**config.mk**
```make
export PLATFORM = sky130hd
export DESIGN_NAME = xml_character_escaper_unit
export DESIGN_NICKNAME = d
export VERILOG_FILES = /design/src/rtl/core/xce_pkg.sv /design/src/rtl/core/xce_front.sv /design/src/rtl/core/xce_queue.sv /design/src/rtl/core/xce_back.sv /design/src/rtl/core/xml_character_escaper_unit.sv
export SDC_FILE = /design/constraint.sdc
export NUM_CORES = 1
export LEC_CHECK = 0
export ABC_AREA = 0
export BUFFER_PORTS_ARGS = -buffer_cell sky130_fd_sc_hd__buf_2
export CAP_MARGIN = 20
export CORE_MARGIN = 2
export CORE_UTILIZATION = 55
export CTS_CLUSTER_SIZE = 10
export DETAILED_ROUTE_END_ITERATION = 16
export GPL_TIMING_DRIVEN = 0
export PLACE_DENSITY = 0.77
export SETUP_SLACK_MARGIN = 0.4
export SYNTH_ARGS = -nofsm -noshare
export SYNTH_HDL_FRONTEND = slang
export SYNTH_SLANG_ARGS = --single-unit
```
**constraint.sdc**
```tcl
create_clock -name aclk -period 9.1 [get_ports aclk]
set_clock_uncertainty 0.05 [all_clocks]
set_input_delay 1.82 -clock aclk [delete_from_list [all_inputs] [get_ports aclk]]
set_output_delay 1.82 -clock aclk [all_outputs]
set_load 0.005 [all_outputs]
```
**src/rtl/core/xce_pkg.sv**
```systemverilog
// shared types and constants of the xml character escaper
// no dependencies; imported by every module of the block
package xce_pkg;

    localparam int CHAR_W         = 16;
    localparam int NUM_EXTRA_REGS = 4;
    localparam int CFG_IDX_W      = 3;
    localparam int QUEUE_DEPTH    = 4;
    localparam int QUEUE_PTR_W    = $clog2(QUEUE_DEPTH);
    localparam int QUEUE_CNT_W    = $clog2(QUEUE_DEPTH + 1);
    localparam int KIND_W         = 3;
    localparam int POS_W          = 3;

    // configuration register indexes
    localparam logic [CFG_IDX_W-1:0] REG_ESCAPE_MODE  = 3'd0;
    localparam logic [CFG_IDX_W-1:0] REG_EXTRA_COUNT  = 3'd1;
    localparam logic [CFG_IDX_W-1:0] REG_EXTRA_CHAR_A = 3'd2;
    localparam logic [CFG_IDX_W-1:0] REG_EXTRA_CHAR_B = 3'd3;
    localparam logic [CFG_IDX_W-1:0] REG_EXTRA_CHAR_C = 3'd4;
    localparam logic [CFG_IDX_W-1:0] REG_EXTRA_CHAR_D = 3'd5;

    // how a queued character is written out
    localparam logic [KIND_W-1:0] KIND_PASS = 3'd0;
    localparam logic [KIND_W-1:0] KIND_APOS = 3'd1;
    localparam logic [KIND_W-1:0] KIND_QUOT = 3'd2;
    localparam logic [KIND_W-1:0] KIND_AMP  = 3'd3;
    localparam logic [KIND_W-1:0] KIND_LT   = 3'd4;
    localparam logic [KIND_W-1:0] KIND_HEX  = 3'd5;

    // characters used by the escapes
    localparam logic [CHAR_W-1:0] CH_AMP   = 16'h0026;
    localparam logic [CHAR_W-1:0] CH_APOS  = 16'h0027;
    localparam logic [CHAR_W-1:0] CH_QUOT  = 16'h0022;
    localparam logic [CHAR_W-1:0] CH_LT    = 16'h003C;
    localparam logic [CHAR_W-1:0] CH_HASH  = 16'h0023;
    localparam logic [CHAR_W-1:0] CH_SEMI  = 16'h003B;
    localparam logic [CHAR_W-1:0] CH_A     = 16'h0061;
    localparam logic [CHAR_W-1:0] CH_L     = 16'h006C;
    localparam logic [CHAR_W-1:0] CH_M     = 16'h006D;
    localparam logic [CHAR_W-1:0] CH_O     = 16'h006F;
    localparam logic [CHAR_W-1:0] CH_P     = 16'h0070;
    localparam logic [CHAR_W-1:0] CH_Q     = 16'h0071;
    localparam logic [CHAR_W-1:0] CH_S     = 16'h0073;
    localparam logic [CHAR_W-1:0] CH_T     = 16'h0074;
    localparam logic [CHAR_W-1:0] CH_U     = 16'h0075;
    localparam logic [CHAR_W-1:0] CH_X     = 16'h0078;
    localparam logic [CHAR_W-1:0] CH_ZERO  = 16'h0030;
    localparam logic [CHAR_W-1:0] CH_HEX_A = 16'h0037;  // 'A' minus ten

    typedef struct packed {
        logic                                  escape_mode;
        logic [2:0]                            extra_count;
        logic [NUM_EXTRA_REGS-1:0][CHAR_W-1:0] extra_chars;
    } cfg_t;

    // one classified character waiting for the back end
    typedef struct packed {
        logic [CHAR_W-1:0] ch;
        logic [KIND_W-1:0] kind;
        logic [POS_W-1:0]  len_m1;   // output characters minus one
    } entry_t;

endpackage

```
**src/rtl/core/xce_front.sv**
```systemverilog
// front end: accepts input characters, tracks the end of text and classifies
// each character into a queue entry; uses xce_pkg
module xce_front #(
    parameter int EXTRA_CHARS = 4
) (
    input  logic             aclk,
    input  logic             aresetn,
    input  xce_pkg::cfg_t    cfg,
    input  logic             s_tvalid,
    output logic             s_tready,
    input  logic [15:0]      s_tdata,   // [15:0] in_char
    input  logic             s_tlast,   // text_last
    input  logic             q_full,
    output logic             q_push,
    output xce_pkg::entry_t  q_entry
);
    import xce_pkg::*;

    localparam int MAX_EXTRA = (EXTRA_CHARS < NUM_EXTRA_REGS) ? EXTRA_CHARS : NUM_EXTRA_REGS;

    logic text_ended_reg, text_ended_next;
    logic accept, silent, extra_hit;
    logic [POS_W-1:0] hex_len_m1;

    assign s_tready = !q_full;
    assign accept   = s_tvalid && s_tready;
    assign silent   = text_ended_reg || (s_tdata == '0);

    always_comb begin
        extra_hit = 1'b0;
        for (int i = 0; i < NUM_EXTRA_REGS; i++) begin
            if ((i < MAX_EXTRA) && (cfg.extra_count > 3'(i)) &&
                (cfg.extra_chars[i] == s_tdata)) begin
                extra_hit = 1'b1;
            end
        end
    end

    // "&#x" plus digits plus ";", no leading zeros
    always_comb begin
        if (s_tdata[15:12] != 4'd0) begin
            hex_len_m1 = 3'd7;
        end else if (s_tdata[11:8] != 4'd0) begin
            hex_len_m1 = 3'd6;
        end else if (s_tdata[7:4] != 4'd0) begin
            hex_len_m1 = 3'd5;
        end else begin
            hex_len_m1 = 3'd4;
        end
    end

    always_comb begin
        q_entry.ch = s_tdata;
        if (s_tdata == CH_APOS && !cfg.escape_mode) begin
            q_entry.kind   = KIND_APOS;
            q_entry.len_m1 = 3'd5;
        end else if (s_tdata == CH_QUOT) begin
            q_entry.kind   = KIND_QUOT;
            q_entry.len_m1 = 3'd5;
        end else if (s_tdata == CH_AMP) begin
            q_entry.kind   = KIND_AMP;
            q_entry.len_m1 = 3'd4;
        end else if (s_tdata == CH_LT) begin
            q_entry.kind   = KIND_LT;
            q_entry.len_m1 = 3'd3;
        end else if (extra_hit) begin
            q_entry.kind   = KIND_HEX;
            q_entry.len_m1 = hex_len_m1;
        end else begin
            q_entry.kind   = KIND_PASS;
            q_entry.len_m1 = 3'd0;
        end
    end

    assign q_push = accept && !silent;

    always_comb begin
        text_ended_next = text_ended_reg;
        if (accept && silent) begin
            text_ended_next = !s_tlast;
        end
    end

    always_ff @(posedge aclk) begin
        if (!aresetn) begin
            text_ended_reg <= 1'b0;
        end else begin
            text_ended_reg <= text_ended_next;
        end
    end

endmodule

```
**src/rtl/core/xce_queue.sv**
```systemverilog
// short register queue between front and back end
// holds xce_pkg::entry_t items; uses xce_pkg
module xce_queue (
    input  logic             aclk,
    input  logic             aresetn,
    input  logic             push,
    input  xce_pkg::entry_t  push_entry,
    input  logic             pop,
    output logic             full,
    output logic             head_valid,
    output xce_pkg::entry_t  head_entry
);
    import xce_pkg::*;

    entry_t                 q_reg [QUEUE_DEPTH];
    logic [QUEUE_PTR_W-1:0] wr_ptr_reg, wr_ptr_next;
    logic [QUEUE_PTR_W-1:0] rd_ptr_reg, rd_ptr_next;
    logic [QUEUE_CNT_W-1:0] count_reg, count_next;

    assign full       = (count_reg == QUEUE_CNT_W'(QUEUE_DEPTH));
    assign head_valid = (count_reg != '0);
    assign head_entry = q_reg[rd_ptr_reg];

    always_comb begin
        wr_ptr_next = wr_ptr_reg;
        rd_ptr_next = rd_ptr_reg;
        count_next  = count_reg;
        if (push) begin
            wr_ptr_next = QUEUE_PTR_W'((QUEUE_PTR_W+1)'(wr_ptr_reg) + 1'b1);
        end
        if (pop) begin
            rd_ptr_next = QUEUE_PTR_W'((QUEUE_PTR_W+1)'(rd_ptr_reg) + 1'b1);
        end
        if (push && !pop) begin
            count_next = count_reg + 1'b1;
        end else if (pop && !push) begin
            count_next = count_reg - 1'b1;
        end
    end

    always_ff @(posedge aclk) begin
        if (!aresetn) begin
            wr_ptr_reg <= '0;
            rd_ptr_reg <= '0;
            count_reg  <= '0;
        end else begin
            wr_ptr_reg <= wr_ptr_next;
            rd_ptr_reg <= rd_ptr_next;
            count_reg  <= count_next;
        end
    end

    always_ff @(posedge aclk) begin
        if (push) begin
            q_reg[wr_ptr_reg] <= push_entry;
        end
    end

    a_no_overflow: assert property (@(posedge aclk) disable iff (!aresetn)
        !(push && full && !pop))
        else $error("queue written while full");

    a_no_underflow: assert property (@(posedge aclk) disable iff (!aresetn)
        !(pop && !head_valid))
        else $error("queue read while empty");

endmodule

```
**src/rtl/core/xce_back.sv**
```systemverilog
// back end: expands the queue head into output characters, one per cycle
// unless m_ stalls, into a registered result stage; uses xce_pkg
module xce_back (
    input  logic             aclk,
    input  logic             aresetn,
    input  logic             head_valid,
    input  xce_pkg::entry_t  head_entry,
    output logic             pop,
    output logic             m_tvalid,
    input  logic             m_tready,
    output logic [15:0]      m_tdata,   // [15:0] out_char
    output logic             m_tlast    // run_last
);
    import xce_pkg::*;

    logic [POS_W-1:0]  pos_reg, pos_next;
    logic              out_valid_reg, out_valid_next;
    logic [CHAR_W-1:0] out_char_reg;
    logic              out_last_reg;
    logic              emit, at_end;
    logic [CHAR_W-1:0] emit_char;

    function automatic logic [CHAR_W-1:0] esc_char(
        input logic [KIND_W-1:0] kind,
        input logic [POS_W-1:0]  pos,
        input logic [POS_W-1:0]  len_m1,
        input logic [CHAR_W-1:0] ch
    );
        logic [1:0]        sel;
        logic [3:0]        nib;
        logic [CHAR_W-1:0] r;
        // digit position counts down from the top nibble that is shown
        sel = 2'(len_m1 - 3'd1 - pos);
        nib = ch[{sel, 2'b00} +: 4];
        r   = ch;
        unique case (kind)
            KIND_APOS: begin
                case (pos)
                    3'd0:    r = CH_AMP;
                    3'd1:    r = CH_A;
                    3'd2:    r = CH_P;
                    3'd3:    r = CH_O;
                    3'd4:    r = CH_S;
                    default: r = CH_SEMI;
                endcase
            end
            KIND_QUOT: begin
                case (pos)
                    3'd0:    r = CH_AMP;
                    3'd1:    r = CH_Q;
                    3'd2:    r = CH_U;
                    3'd3:    r = CH_O;
                    3'd4:    r = CH_T;
                    default: r = CH_SEMI;
                endcase
            end
            KIND_AMP: begin
                case (pos)
                    3'd0:    r = CH_AMP;
                    3'd1:    r = CH_A;
                    3'd2:    r = CH_M;
                    3'd3:    r = CH_P;
                    default: r = CH_SEMI;
                endcase
            end
            KIND_LT: begin
                case (pos)
                    3'd0:    r = CH_AMP;
                    3'd1:    r = CH_L;
                    3'd2:    r = CH_T;
                    default: r = CH_SEMI;
                endcase
            end
            KIND_HEX: begin
                if (pos == 3'd0) begin
                    r = CH_AMP;
                end else if (pos == 3'd1) begin
                    r = CH_HASH;
                end else if (pos == 3'd2) begin
                    r = CH_X;
                end else if (pos == len_m1) begin
                    r = CH_SEMI;
                end else if (nib < 4'd10) begin
                    r = CH_ZERO + CHAR_W'(nib);
                end else begin
                    r = CH_HEX_A + CHAR_W'(nib);
                end
            end
            default: r = ch;
        endcase
        return r;
    endfunction

    assign emit      = head_valid && (!out_valid_reg || m_tready);
    assign at_end    = (pos_reg == head_entry.len_m1);
    assign pop       = emit && at_end;
    assign emit_char = esc_char(head_entry.kind, pos_reg, head_entry.len_m1, head_entry.ch);

    always_comb begin
        pos_next       = pos_reg;
        out_valid_next = out_valid_reg;
        if (emit) begin
            pos_next       = at_end ? '0 : pos_reg + 1'b1;
            out_valid_next = 1'b1;
        end else if (m_tready) begin
            out_valid_next = 1'b0;
        end
    end

    always_ff @(posedge aclk) begin
        if (!aresetn) begin
            pos_reg       <= '0;
            out_valid_reg <= 1'b0;
        end else begin
            pos_reg       <= pos_next;
            out_valid_reg <= out_valid_next;
        end
    end

    always_ff @(posedge aclk) begin
        if (emit) begin
            out_char_reg <= emit_char;
            out_last_reg <= at_end;
        end
    end

    assign m_tvalid = out_valid_reg;
    assign m_tdata  = out_char_reg;
    assign m_tlast  = out_last_reg;

    a_pos_in_run: assert property (@(posedge aclk) disable iff (!aresetn)
        head_valid |-> (pos_reg <= head_entry.len_m1))
        else $error("output position past end of escape");

    a_last_marks_pop: assert property (@(posedge aclk) disable iff (!aresetn)
        emit |=> (m_tlast == $past(at_end)))
        else $error("run_last does not match end of run");

    a_pos_idle_zero: assert property (@(posedge aclk) disable iff (!aresetn)
        !head_valid |-> (pos_reg == '0))
        else $error("position left nonzero with queue empty");

endmodule

```
**src/rtl/core/xml_character_escaper_unit.sv**
```systemverilog
// xml character escaper top level: configuration registers, front end,
// queue and back end; uses xce_pkg, xce_front, xce_queue, xce_back
//
// s_ channel: one 16-bit character a request, tlast marks the end of a text.
// m_ channel: escaped text, one character a request; tlast is high on the
// last character that one input character produced.
// cfg channel: register writes (index, data), always ready; write only while
// the block is idle.
// An accepted character is registered in the queue and then in the output
// stage before it shows on m_. A plain character gives one character, a
// fixed escape four to six, a hex reference five to eight; the back end
// writes one per cycle unless m_ stalls. Input is taken every cycle while the
// four-entry queue has room, so bursts of plain text run at one per cycle.
// A zero character and everything after it up to tlast produce nothing.
// Reset clears the registers, the end-of-text flag, the queue and the
// output stage. When m_tready is low the output holds, the queue fills and
// then s_tready drops.
module xml_character_escaper_unit #(
    parameter int EXTRA_CHARS = 4
) (
    input  logic        aclk,
    input  logic        aresetn,
    input  logic        s_tvalid,
    output logic        s_tready,
    input  logic [15:0] s_tdata,     // [15:0] in_char
    input  logic        s_tlast,     // text_last
    output logic        m_tvalid,
    input  logic        m_tready,
    output logic [15:0] m_tdata,     // [15:0] out_char
    output logic        m_tlast,     // run_last
    input  logic        cfg_valid,
    output logic        cfg_ready,
    input  logic [2:0]  cfg_index,
    input  logic [15:0] cfg_data
);
    import xce_pkg::*;

    cfg_t   cfg_reg, cfg_next;
    logic   q_push, q_pop, q_full, head_valid;
    entry_t push_entry, head_entry;

    assign cfg_ready = 1'b1;

    always_comb begin
        cfg_next = cfg_reg;
        if (cfg_valid && cfg_ready) begin
            unique case (cfg_index)
                REG_ESCAPE_MODE:  cfg_next.escape_mode    = cfg_data[0];
                REG_EXTRA_COUNT:  cfg_next.extra_count    = cfg_data[2:0];
                REG_EXTRA_CHAR_A: cfg_next.extra_chars[0] = cfg_data;
                REG_EXTRA_CHAR_B: cfg_next.extra_chars[1] = cfg_data;
                REG_EXTRA_CHAR_C: cfg_next.extra_chars[2] = cfg_data;
                REG_EXTRA_CHAR_D: cfg_next.extra_chars[3] = cfg_data;
                default:          cfg_next = cfg_reg;
            endcase
        end
    end

    always_ff @(posedge aclk) begin
        if (!aresetn) begin
            cfg_reg <= '0;
        end else begin
            cfg_reg <= cfg_next;
        end
    end

    xce_front #(
        .EXTRA_CHARS(EXTRA_CHARS)
    ) u_front (
        .aclk     (aclk),
        .aresetn  (aresetn),
        .cfg      (cfg_reg),
        .s_tvalid (s_tvalid),
        .s_tready (s_tready),
        .s_tdata  (s_tdata),
        .s_tlast  (s_tlast),
        .q_full   (q_full),
        .q_push   (q_push),
        .q_entry  (push_entry)
    );

    xce_queue u_queue (
        .aclk       (aclk),
        .aresetn    (aresetn),
        .push       (q_push),
        .push_entry (push_entry),
        .pop        (q_pop),
        .full       (q_full),
        .head_valid (head_valid),
        .head_entry (head_entry)
    );

    xce_back u_back (
        .aclk       (aclk),
        .aresetn    (aresetn),
        .head_valid (head_valid),
        .head_entry (head_entry),
        .pop        (q_pop),
        .m_tvalid   (m_tvalid),
        .m_tready   (m_tready),
        .m_tdata    (m_tdata),
        .m_tlast    (m_tlast)
    );

endmodule

```
==> results by stage <==
Floorplan:
- Pin placement for this block handled 61 I/O pins.
- The floorplan core area is 16300 µm².
- The number of core rows is 47.
- The floorplan die area is 17600 µm².
- The die width is 133 µm.
- The initial utilization of the core area, before any placement, comes to 55.6%.
- The die extent in y is 133 µm.

Power and ir drop:
- The analysis attributes to net switching a power of 0.940 mW.
- The fraction of power consumed by sequential logic is 38.9%.
- The worst supply voltage drop on vdd is 0.180 mV.
- Summed over all cells, the static leakage comes to 3.62 nW.
- The internal portion of the total power is 1.82 mW.
- Per report_power, the combinational group accounts for 35.6% of the total.
- In this run, the clock network consumes 25.5% of the power.
- Net switching is 34.1% of the power.
- For this design the ratio of total power to cell area is 267 nW/µm².

Placed design:
- Detailed placement finished with a half-perimeter wire length of 14.9 mm.
- The routability congestion estimate is 0.924.
- Port buffering added 58 buffers.
- The count of placed standard cells including taps is 1092.

Synthesis:
- The count of flip-flops with a built-in enable after synthesis is 105.
- The total standard cell area after synthesis is 9090 µm².
- The average footprint of a synthesized cell is 11.2 µm².
- The number of nets produced by synthesis is 867.
- The share of flip-flops with an asynchronous set or reset is 0%.
- The post-synthesis sequential element count is 187.
- The top flip-flop cell by instance count after synthesis is sky130_fd_sc_hd__edfxtp_1.
- The synthesized instance count is 814.
- The number of library cell types mapped by synthesis is 68.
- The share of the yosys chip area belonging to registers is 52.7%.
- The number of warnings issued by yosys is 0.

Routing:
- The first detailed-routing pass took 4 iterations.
- The DRC violation total after the first TritonRoute iteration is 323.
- The detail-routed via count per cell is 5.61.
- The remaining antenna violation count is 0.
- After detailed routing, the average wire length per cell comes to 18.0 µm.
- For this run, design rule violations remaining after detail routing come to 0.
- The via count is 6329.
- The total wire length is 20.3 mm.

Final layout:
- Relative to the synthesized area, the layout overhead comes to 13.5%.
- The proportion of layout cells with a drive suffix above 1 is 15.1%.
- The count of inserted antenna diode cells is 0.
- Excluding fillers, the count of instances in the completed layout stands at 1128.
- The net total in the final layout is 948.
- Summing all flip-flop and latch instances after layout gives 4790 µm².
- The register with the most flip-flops in the layout has 88 of them.
- The total of fill cells in the finished design is 1346.
- The total area of multi-input combinational cells is 3980 µm².

Hold path:
- The worst hold path belongs to the class reg2reg.

Timing:
- The worst path needs 4.77 ns of the cycle, external delays included.
- The total of endpoints with negative setup slack in the final report is 0.
- Final hold analysis gives a worst-case slack of 0.425 ns.
- The achievable clock frequency is 210 MHz.
- Measured against its own limit, the worst slew margin works out to 48.4%.
- The pin slew with the least headroom to its limit is 0.768 ns.
- The number of failing hold endpoints at the final stage is 0.
- The number of pins exceeding their max-slew limit in the final report is 0.
- For the final routed database, the setup TNS stands at 0 ns.
- Dividing the final minimum period by the clock period gives 52.4%.
- Setup repair after global routing left no endpoint under its margin.

CTS:
- In this run the clock root is driven by a sky130_fd_sc_hd__clkbuf_16.
- After clock tree synthesis, the repair step resized 0 gates.
- The count of buffers added by post-CTS timing repair for setup is 0.
- The number of buffers added to fix hold violations after cts is 0.
- The number of buffers on the longest clock path is 2.
- The H-tree was split into 4 levels.
- TritonCTS built the clock tree.
- The clock net in this run drives a total of 187 sinks.
- The insertion delay to the later sink of the worst-skew pair is 0.44 ns.
- The number of clock buffers inserted by TritonCTS is 17.
- The clock-pin slew on the worst setup and hold paths is 0.07 ns.

Critical path:
- The endpoint kind of the worst setup timing path is a register.
- STA puts the critical path data required time at 9.41 ns.
- The startpoint-to-endpoint class of the critical path is in2reg.
- For the worst setup path, the data arrival time is 5.08 ns.
- The critical path launch point type is an input port.
- Of all nets on the critical path, the largest fanout is 7.

Global routing:
- The first global-routing pass estimated 32.7 mm of wire.
- The number of global-route vias before repair came to 6352.
- Global routing finished with a remaining overflow of 0.
- The pin count of the biggest net entering global routing is 23.
- The number of antenna violations at the first check in global routing is 0.
- The global routing usage summed across all routing layers is 24.1%.

Run status:
- The run finished with clean final reports.

Run:
- The number of maximum-capacitance violations is 0.
==> power groups by stage <==
| stage | sequential, mW | combinational, mW | clock, mW |
|---|---|---|---|
| global placement | 1.09 | 0.940 | 0 |
| global route | 1.09 | 1.07 | 0.745 |
| floorplan | 1.09 | 0.698 | 0 |
| finish | 1.07 | 0.980 | 0.704 |
| CTS | 1.07 | 0.951 | 0.709 |
| detailed placement | 1.09 | 0.947 | 0 |
==> routing by layer <==
| metal | routed length, µm | GRT usage (%) |
|---|---|---|
| met1 | 8290 | 29.0 |
| met2 | 10300 | 41.7 |
| met3 | 840 | 4.71 |
| met4 | 857 | 11.5 |
| met5 | 0 | 0 |
==> synthesized netlist by cell type, types with 6 or more instances <==
| master | count | area share, % |
|---|---|---|
| sky130_fd_sc_hd__inv_1 | 12 | 0.50 |
| sky130_fd_sc_hd__mux4_1 | 10 | 2.9 |
| sky130_fd_sc_hd__xor2_1 | 33 | 3.2 |
| sky130_fd_sc_hd__nor3_1 | 11 | 0.61 |
| sky130_fd_sc_hd__a21oi_1 | 19 | 1.0 |
| sky130_fd_sc_hd__edfxtp_1 | 105 | 35 |
| sky130_fd_sc_hd__dfxtp_1 | 82 | 18 |
| sky130_fd_sc_hd__nand2_1 | 154 | 6.4 |
| sky130_fd_sc_hd__nand3_1 | 9 | 0.50 |
| sky130_fd_sc_hd__nand4_1 | 8 | 0.55 |
| sky130_fd_sc_hd__xnor2_1 | 39 | 3.8 |
| sky130_fd_sc_hd__a21boi_0 | 69 | 5.7 |
| sky130_fd_sc_hd__o21ai_0 | 19 | 1.0 |
| sky130_fd_sc_hd__nor4_1 | 14 | 0.96 |
| sky130_fd_sc_hd__mux4_2 | 20 | 5.0 |
| sky130_fd_sc_hd__nor2b_1 | 22 | 1.5 |
| sky130_fd_sc_hd__mux2i_1 | 9 | 0.99 |
| sky130_fd_sc_hd__buf_4 | 6 | 0.50 |
| sky130_fd_sc_hd__ha_1 | 11 | 1.5 |
| sky130_fd_sc_hd__and2_1 | 11 | 0.76 |
| sky130_fd_sc_hd__clkbuf_1 | 41 | 1.7 |
| sky130_fd_sc_hd__nor2_1 | 34 | 1.4 |
==> layout make-up <==
class / count / share of cell area [%]
multi-input cells: 558 / 38.5
clock buffers: 18 / 4.16
clock inverters: 14 / 1.22
flip-flops and latches: 187 / 46.4
repair buffers: 62 / 3.88
plain buffers: 57 / 2.67
inverters: 12 / 0.436
well taps: 220 / 2.67
==> cell families (layout without fill, tap and decap cells) <==
logic type	count (synthesis)	count (layout)	share of synthesized area [%]
AO/OA/AOI/OAI	143	143	11.0
adder cells (fa/ha/maj)	12	12	1.73
AND/OR/NAND/NOR	289	289	14.8
XOR/XNOR	73	73	7.24
buffers and inverters	69	163	3.52
multiplexers	40	40	8.96
flip-flops	187	187	52.7
other	1	1	0.0412
==> per-stage QoR <==
| stage | instance area, µm² | setup slack, ns | util [%] | power [mW] |
|---|---|---|---|---|
| after floorplan | 9090 | 4.74 | - | 1.79 |
| after global placement | 9660 | 3.90 | 59.1 | 2.03 |
| after detailed placement | 9660 | 3.82 | 59.1 | 2.04 |
| after CTS | 10200 | 4.28 | 62.5 | 2.74 |
| after global routing | 10300 | 4.10 | 63.2 | 2.90 |
| final | 10300 | 4.33 | 63.2 | 2.76 |
==> worst paths after layout <==
check,startpoint,end,slack (ns),depth (start not counted)
worst max-delay path,s_tdata[13],u_queue.count_reg[2],4.33,13
worst min-delay path,cfg_reg[48],cfg_reg[48],0.42,2
worst max register to register,register,u_back.m_tdata[0],5.01,12
worst min register to register,cfg_reg[48],cfg_reg[48],0.42,2
==> cells in the final DEF (no fill, tap or decap), drive strengths merged, types with 11 or more instances in the layout <==
| cell type | instances |
|---|---|
| o21ai | 20 |
| buf | 76 |
| inv | 20 |
| mux4 | 30 |
| nor2b | 22 |
| a21boi | 69 |
| xor2 | 33 |
| clkbuf | 61 |
| ha | 11 |
| nand2 | 154 |
| xnor2 | 40 |
| and2 | 12 |
| nor2 | 34 |
| dfxtp | 82 |
| nor3 | 11 |
| edfxtp | 105 |
| nor4 | 15 |
| a21oi | 19 |
==> worst max-delay path, cell delays in order <==
cell and delay [ns]:
sky130_fd_sc_hd__buf_2 0.13, sky130_fd_sc_hd__clkbuf_1 0.23, sky130_fd_sc_hd__nor4_1 0.59, sky130_fd_sc_hd__nand2_1 0.18, sky130_fd_sc_hd__or3_1 0.38, sky130_fd_sc_hd__o41ai_1 0.47, sky130_fd_sc_hd__nor2_1 0.23, sky130_fd_sc_hd__ha_1 0.28
sky130_fd_sc_hd__inv_1 0.07, sky130_fd_sc_hd__fa_1 0.17, sky130_fd_sc_hd__xor2_1 0.07, sky130_fd_sc_hd__or3_1 0.31, sky130_fd_sc_hd__a21boi_0 0.16
Note: power is estimated with default switching activity, not from simulation.
